`src/hw/rtl/sbp_pkg.sv`:
```
// ----------------------------------------------------------------------------
// sbp_pkg
// Shared constants and types of the SysEx seven-bit block packer.
// ----------------------------------------------------------------------------
package sbp_pkg;

  // Firmware bytes in one block.
  localparam int BlockBytes = 32;

  localparam int PosW  = 6;
  localparam int RemW  = 3;
  localparam int ByteW = 8;

  // Longest burst one item can cause: the header, the type byte and one payload byte.
  localparam int MaxBurst = 7;
  localparam int IdxW     = 3;

  localparam int HeadLen = 5;
  localparam logic [ByteW-1:0] FrameHead [HeadLen] =
    '{8'hF0, 8'h00, 8'h20, 8'h29, 8'h00};

  localparam logic [ByteW-1:0] TypeMiddle = 8'h72;
  localparam logic [ByteW-1:0] TypeFinal  = 8'h73;
  localparam logic [ByteW-1:0] FrameEnd   = 8'hF7;
  localparam logic [ByteW-1:0] PadByte    = 8'hFF;

  // Packer state carried from one word to the next.
  typedef struct packed {
    logic [PosW-1:0]  pos;   // words taken in the current block
    logic [RemW-1:0]  rem;   // pos mod 7
    logic [ByteW-1:0] prev;  // last effective byte
  } pack_state_t;

  // Output burst caused by one input word, plus the state it leaves.
  typedef struct packed {
    logic [MaxBurst-1:0][ByteW-1:0] bytes;
    logic [IdxW-1:0]                last_idx;
    pack_state_t                    nxt;
  } pack_res_t;

endpackage

```
`src/hw/rtl/sbp_pack.sv`:
```
// ----------------------------------------------------------------------------
// sbp_pack
// Builds the output burst and the next packer state for one input word.
// ----------------------------------------------------------------------------
module sbp_pack (
  input  logic [sbp_pkg::ByteW-1:0] data_byte_i,
  input  logic                      byte_present_i,
  input  logic                      final_block_i,
  input  sbp_pkg::pack_state_t      state_i,
  output sbp_pkg::pack_res_t        res_o
);
  import sbp_pkg::*;

  logic [ByteW-1:0]   eff_byte;
  logic [ByteW-1:0]   rem_mask;
  logic [2*ByteW-2:0] joined;
  logic [6:0]         pay_hi;
  logic [3:0]         shamt;
  logic               is_tail;

  always_comb begin
    eff_byte = byte_present_i ? data_byte_i : PadByte;
    rem_mask = (ByteW'(1) << state_i.rem) - ByteW'(1);
    joined   = {7'((state_i.prev & rem_mask)), eff_byte};
    shamt    = 4'(state_i.rem) + 4'd1;
    pay_hi   = 7'(joined >> shamt);
    is_tail  = state_i.pos >= PosW'(BlockBytes);
  end

  always_comb begin
    res_o          = '0;
    res_o.nxt.prev = eff_byte;
    if (is_tail) begin
      res_o.bytes[0] = {1'b0, pay_hi};
      res_o.bytes[1] = FrameEnd;
      res_o.last_idx = IdxW'(1);
      res_o.nxt.pos  = '0;
      res_o.nxt.rem  = '0;
    end else begin
      if (state_i.pos == '0) begin
        for (int k = 0; k < HeadLen; k++) begin
          res_o.bytes[k] = FrameHead[k];
        end
        res_o.bytes[HeadLen]   = final_block_i ? TypeFinal : TypeMiddle;
        res_o.bytes[HeadLen+1] = {1'b0, pay_hi};
        res_o.last_idx         = IdxW'(HeadLen + 1);
      end else if (state_i.rem == RemW'(6)) begin
        // seventh byte of a group completes two payload bytes
        res_o.bytes[0] = {1'b0, pay_hi};
        res_o.bytes[1] = {1'b0, joined[6:0]};
        res_o.last_idx = IdxW'(1);
      end else begin
        res_o.bytes[0] = {1'b0, pay_hi};
        res_o.last_idx = '0;
      end
      res_o.nxt.pos = state_i.pos + PosW'(1);
      res_o.nxt.rem = (state_i.rem == RemW'(6)) ? '0 : state_i.rem + RemW'(1);
    end
  end

endmodule

```
`src/hw/rtl/sysex_seven_bit_block_packer_core.sv`:
```
// ----------------------------------------------------------------------------
// sysex_seven_bit_block_packer_core
// Packs firmware bytes MSB first into seven-bit SysEx payload bytes, framing
// each block with a header and a closing F7.
// ----------------------------------------------------------------------------
//
//  channel   dir  handshake                      content
//  s_axis    in   s_axis_tvalid / s_axis_tready  tdata: data_byte
//                                                tuser: byte_present, final_block
//  m_axis    out  m_axis_tvalid / m_axis_tready  tdata: out_byte
//                                                tlast: last_of_run
//
//  Each input word is turned into its whole burst (1, 2 or 7 bytes) in the
//  cycle it is accepted and held in a burst register.
//  The output port sends one byte per cycle while m_axis_tready is high; a
//  word causes 7 bytes as a block's first word, 1 or 2 as others and 2 as
//  the tail word. A new word is accepted in the cycle the last byte of the
//  current burst is taken.
//  A stall on m_axis holds the burst and blocks s_axis once it is full.
//  Reset clears the block position, the saved byte and the burst valid.
//
module sysex_seven_bit_block_packer_core (
  input  logic       clk_i,
  input  logic       rst_ni,

  input  logic       s_axis_tvalid,
  output logic       s_axis_tready,
  input  logic [7:0] s_axis_tdata,   // [7:0] data_byte
  input  logic [1:0] s_axis_tuser,   // [0] byte_present, [1] final_block

  output logic       m_axis_tvalid,
  input  logic       m_axis_tready,
  output logic [7:0] m_axis_tdata,   // [7:0] out_byte
  output logic       m_axis_tlast
);
  import sbp_pkg::*;

  // packer state
  pack_state_t state_q;

  // burst register: bytes, last index, read index, valid
  logic [MaxBurst-1:0][ByteW-1:0] burst_q;
  logic [IdxW-1:0]                last_q;
  logic [IdxW-1:0]                idx_q, idx_d;
  logic                           busy_q, busy_d;

  pack_res_t res;
  logic      in_acc;
  logic      out_acc;
  logic      burst_end;

  sbp_pack u_pack (
    .data_byte_i    (s_axis_tdata),
    .byte_present_i (s_axis_tuser[0]),
    .final_block_i  (s_axis_tuser[1]),
    .state_i        (state_q),
    .res_o          (res)
  );

  assign burst_end     = idx_q == last_q;
  assign m_axis_tvalid = busy_q;
  assign m_axis_tdata  = burst_q[idx_q];
  assign m_axis_tlast  = burst_end;

  assign out_acc       = m_axis_tvalid && m_axis_tready;
  // free now, or free once the last byte of this burst is taken
  assign s_axis_tready = !busy_q || (m_axis_tready && burst_end);
  assign in_acc        = s_axis_tvalid && s_axis_tready;

  always_comb begin
    idx_d  = idx_q;
    busy_d = busy_q;
    if (in_acc) begin
      // load a fresh burst, starting from its first byte
      idx_d  = '0;
      busy_d = 1'b1;
    end else if (out_acc) begin
      if (burst_end) begin
        busy_d = 1'b0;
      end else begin
        idx_d = idx_q + IdxW'(1);
      end
    end
  end

  always_ff @(posedge clk_i or negedge rst_ni) begin
    if (!rst_ni) begin
      state_q <= '0;
      idx_q   <= '0;
      busy_q  <= 1'b0;
    end else begin
      idx_q  <= idx_d;
      busy_q <= busy_d;
      if (in_acc) begin
        state_q <= res.nxt;
      end
    end
  end

  always_ff @(posedge clk_i) begin
    if (in_acc) begin
      burst_q <= res.bytes;
      last_q  <= res.last_idx;
    end
  end

  // a word is taken only while no unsent burst bytes would be overwritten
  a_no_overrun: assert property (@(posedge clk_i) disable iff (!rst_ni)
    in_acc |-> (!busy_q || (out_acc && burst_end)))
    else $error("input word accepted over an unsent burst");

  // read index never runs past the burst
  a_idx_range: assert property (@(posedge clk_i) disable iff (!rst_ni)
    busy_q |-> idx_q <= last_q)
    else $error("burst index beyond last byte");

  // position stays within the block and its mod-7 count stays consistent
  a_pos_range: assert property (@(posedge clk_i) disable iff (!rst_ni)
    (state_q.pos <= PosW'(BlockBytes)) && (state_q.rem < RemW'(7)))
    else $error("block position out of range");

  // a tail word leaves the block position at zero
  a_tail_wrap: assert property (@(posedge clk_i) disable iff (!rst_ni)
    (in_acc && state_q.pos == PosW'(BlockBytes)) |=> (state_q.pos == '0))
    else $error("tail word did not close the block");

endmodule

```
`config.mk`:
```
export PLATFORM = sky130hd
export DESIGN_NAME = sysex_seven_bit_block_packer_core
export DESIGN_NICKNAME = d
export VERILOG_FILES = /design/src/hw/rtl/sbp_pkg.sv /design/src/hw/rtl/sbp_pack.sv /design/src/hw/rtl/sysex_seven_bit_block_packer_core.sv
export SDC_FILE = /design/constraint.sdc
export NUM_CORES = 1
export LEC_CHECK = 0
export BUFFER_PORTS_ARGS = -buffer_cell sky130_fd_sc_hd__buf_2
export CELL_PAD_IN_SITES_DETAIL_PLACEMENT = 0
export CELL_PAD_IN_SITES_GLOBAL_PLACEMENT = 1
export CORE_UTILIZATION = 41
export CTS_CLUSTER_DIAMETER = 80
export DETAILED_ROUTE_END_ITERATION = 10
export PLACE_DENSITY = 0.74
export SETUP_SLACK_MARGIN = 0.02
export SLEW_MARGIN = 20
export SYNTH_ARGS = -nofsm -noshare
export SYNTH_HDL_FRONTEND = slang
export SYNTH_SLANG_ARGS = --single-unit
```
`constraint.sdc`:
```
create_clock -name clk_i -period 3.5 [get_ports clk_i]
set_clock_uncertainty 0.2 [all_clocks]
set_input_delay 0.175 -clock clk_i [delete_from_list [all_inputs] [get_ports clk_i]]
set_output_delay 0.175 -clock clk_i [all_outputs]
set_load 0.02 [all_outputs]
```
**Word level (Yosys, flattened, before mapping)**

Cells that the tools add are included.

- Register bits: 76

- Bitwise gates (word level): 3
- Add/subtract/negate cells: 5
- Eq/ne operators: 3
- Muxes and demuxes: 16
- Shifts and indexed selects: 2
- Order comparisons: 2
- Reductions and logical operators: 12

Operators by type and width:

| kind | number |
|---|---|
| 8-bit binary-select mux with 3-bit select | 1 |
| 19-bit two-way mux | 1 |
| 18-bit two-way mux | 1 |
| 8-bit two-way mux | 2 |
| 15-bit by 4-bit right shift with 7-bit output | 1 |
| 14-bit two-way mux | 1 |
| 3-bit two-way mux | 4 |
| 7-bit AND | 1 |
| 7-bit two-way mux | 1 |
| 1-bit by 3-bit << shifter with 7-bit output (first input constant) | 1 |
| 7-bit by 2-bit subtractor with 7-bit output (second input constant) | 1 |
| 3-bit by 1-bit adder with 3-bit output (second input constant) | 2 |
| 6-bit by 1-bit adder with 6-bit output (second input constant) | 1 |
| 6-bit >= comparator (second input constant) | 1 |
| 6-bit zero test | 1 |
| 1-bit two-way mux | 5 |
| 3-bit by 1-bit adder with 4-bit output (second input constant) | 1 |
| 3-bit by 4-bit less-than comparator with 1-bit output (second input constant) | 1 |
| 2-bit AND reduction | 2 |
| 2-bit nonzero test | 2 |
| 3-bit == test | 1 |
| 3-bit == test (second input constant) | 1 |
| 1-bit logical AND | 3 |
| 3-bit OR reduction | 1 |
| 5 further kinds | 6 |

**Logic depth before layout (Yosys ltp)**

- Word-level depth: 6
- Mapped depth: 8
- Mapped depth without buffers: 7

**Cells and area by module**

From an unflattened synthesis, not the netlist that was laid out.

- Cell total of the unflattened synthesis: 336
- Area total of the unflattened synthesis: 4257.8 sq um

Modules (own cells, without submodules):

| module | instances | sequential area each (sq um) | cells each | area an instance (sq um) |
|---|---|---|---|---|
| sysex_seven_bit_block_packer_core | 1 | 2297.2 | 177 | 3161.8 |
| sbp_pack | 1 | 0.0 | 159 | 1096.1 |

**Worst setup path after synthesis**

OpenSTA, ideal clock, no wires.

- Path kind: reg-to-reg
- Start: register state_q[8] (netlist name)
- End: register burst_q[5] (netlist name) (data pin)
- Setup slack: 0.923 ns
- Stages on the path, launching flop included: 9
- Period minus slack after synthesis: 2.577 ns
- Arrival time: 2.117 ns
- Library setup time: 0.260 ns
- Cell sequence: dfrtp_1 > buf_2 > buf_1 > or3_1 > ha_1 > and3b_1 > mux4_2 > mux2i_1 > nand2_1

RTL lines:

| item | RTL line | text |
|---|---|---|
| from (decl) | sysex_seven_bit_block_packer_core.sv:39 | `pack_state_t state_q;` |
| from (signal assigned) | sysex_seven_bit_block_packer_core.sv:95 | `state_q <= res.nxt;` |
| to (signal assigned) | sysex_seven_bit_block_packer_core.sv:102 | `burst_q <= res.bytes;` |
| to (decl) | sysex_seven_bit_block_packer_core.sv:42 | `logic [MaxBurst-1:0][ByteW-1:0] burst_q;` |

==> qor.txt <==
Setup-failing EPs final - 0
Setup TNS - 0 ps
Commonest non-fill, non-tap cell in the layout - edfxtp_1
Final wirelength - 6410 µm
Later-pin clock latency in the skew report - 300 ps
Setup slack after layout - 846 ps
Initial antenna violation count - 0
Global Route Usage Sum - 19.3%
CTS tree - built
Worst setup EP type - flip-flop
Crit share post-route - 75.8%
Cell leakage power - 1.21 nW
Worst min path class - in2reg
RSZ-0062 raised after global routing - no
Crit path max fanout - 15
Seq/Total Area, Yosys - 45.7%
Io pins - 25
Post-Synthesis Cells - 274
Resized Gates After CTS - 0
Final slew viol count - 0
Critical-path top delay cell - dfrtp_1
Synth Register Bits - 46
Design Power - 0.00263 W
Avg WL per Cell - 17.3 µm
CP cell instances - clkinv_1 > nand3_1 > ha_1 > nand2b_1 > o211ai_1 > a21oi_1 > o21ai_0
Overflow after GRT - 0
Die Area - 7180 µm²
Number of H-tree levels - 2
Status - complete, no violations
Worst-path clk slew - 90 ps
Core Area - 6460 µm²
Peak VDD IR - 0.287 mV
Site row count - 29
Largest net degree at the start of global routing - 30
Starting Density - 43.4%
Worst slack at placement - 921 ps
CTS max path bufs - 2
Synth top area cells - edfxtp_1, dfrtp_1, mux2i_1
Number of global-route vias before repair - 1946
First-pass GRT wire length - 10500 µm
ANT cells - 0
Antenna Nets Post-Route - 0
Setup Crit Path Kind - reg2reg
Die Width - 84.7 µm
Syn avg cell area - 10.2 µm²
Data arrival, critical path - 2610 ps
CTS buffer count - 5
Most frequent cells in the layout - edfxtp_1, buf_2, dfrtp_1, nand3_1, nand2_1
Synth Flop Type - edfxtp_1
Slew headroom - 56.9%
CP top delay family - flip-flops
DR vias/cell - 5.78
GPL Wtd Cong - 0.766
Final Hold Fails - 0
First-pass DRT Iterations - 6
Fmax - 0.377 GHz
Clock sink count - 46
CTS root buf - clkbuf_8
Async SR Flop Fraction - 43.5%
Die Height - 84.7 µm
Synth Warn # - 0
Slew @ Worst Pin - 647 ps
PortBufs - 24
Mapped Area - 2810 µm²
Area grow syn2layout - 10.7%
Via Count - 2144
Post-synth EDFFs - 26
Post-synth top area cell - edfxtp_1
Nets - 312
Top cell type's share of synthesized area - 27.8%
Hpwl dp - 4560 µm
Syn Nets - 293
Crit start category - flip-flop
CP required - 3450 ps
Max cap viols - 0
Fraction of layout cells with a size suffix above 1 - 19.0%
Min Clock Period, post-route - 2650 ps
WP buf/inv - 1
DRC - 0
Crit-path max cell delay - 650 ps
Synth cell types - 57
Drt first-iter violations - 148
Power per cell area - 848 nW/µm²
## synth_stat cells, types with 3 or more instances
library cell  count
buf_2             6
o21bai_1          4
nand3b_1          9
clkbuf_1          9
nand3_1          17
nor2b_1          11
a211oi_1          3
and2_1            3
ha_1              5
inv_1             7
dfrtp_1          20
o211ai_1          5
mux4_2            3
buf_1             3
nor2_1           15
mux2_4            3
a21oi_1           7
nand4_1           5
o21a_1            4
edfxtp_1         26
o21ai_1          13
mux2i_1          11
nor3_1            4
inv_2             3
a221oi_1          3
or3_1             4
nand2b_1         10
o21ai_0           4
nand2_1          17
a31oi_1           6
## final timing paths
check                               to  depth (start not counted)            start  slack (ps)
setup / recovery            burst_q[4]                          7       state_q[9]         850
hold / removal              state_q[1]                          3  s_axis_tdata[1]           1
setup reg to reg            burst_q[4]                          7       state_q[9]         850
hold reg to reg             state_q[6]                          1       state_q[6]         370
max in group asynchronous   state_q[5]                          2           rst_ni        2620
min in group asynchronous  state_q[13]                          2           rst_ni         150
## logic make-up after synthesis
group | synth area share (%)
and+or+nand+nor | 21.0
buffers and inverters | 5.44
xor gates and xnor gates | 0.312
DFF | 45.7
AOI/OAI and AO/OA | 16.6
adders and majority gates | 2.23
muxes | 8.74
## repair_timing
action / in CTS / in global routing
hold buffers: 4 / 0
setup buffers: 0 / 0
endpoints found under the hold margin: 23 / 0
## worst reg2reg max path, delay by kind of cell, from the launching register on
kind                       cells  cell delay (ps)
AOI/OAI and AO/OA              3              630
adders and majority gates      1              260
buffers and inverters          1              410
DFF                            1              650
and+or+nand+nor                2              350
## state kept, by name, summed over array words and instances, names as in the netlist
name	cells
last_q	2
state_q	16
idx_q	3
burst_q	24
m_axis_tvalid	1
## metrics by stage
step | utilization [%] | std cells | instance area [µm²] | hold WS [ps]
floorplan | - | 274 | 2810 | -321
global placement | 45.7 | 359 | 2950 | -31.2
detailed placement | 45.7 | 359 | 2950 | -43.8
CTS | 48.1 | 371 | 3110 | 1.14
global route | 48.1 | 371 | 3110 | 18.5
finish | 48.1 | 371 | 3110 | 0.974
## per-layer routing
layer / share of wire (%) / vias up / routed length, µm / global-route usage [%]
li1: - / 1053 / - / -
met2: 45 / 50 / 2890 / 28.7
met4: 2.7 / 0 / 174 / 7.55
met5: 0 / - / 0 / 0
met1: 48 / 1029 / 3050 / 27.8
met3: 4.5 / 12 / 290 / 3.54
## area by class of cell
class / count / area [µm²]
fillers: 614 / 3350
multi-input cells: 195 / 1370
flip-flops and latches: 46 / 1280
repair buffers: 33 / 198
well taps: 77 / 96.3
clock buffers: 5 / 68.8
inverters: 12 / 47.5
clock inverters: 3 / 43.8
## power breakdown
part           leakage [nW]  internal (W)  switching (W)
registers             0.472      0.000772       0.000147
logic                 0.676      0.000553       0.000754
clock network        0.0585      0.000214       0.000194
(Power assumes the default switching activity.)
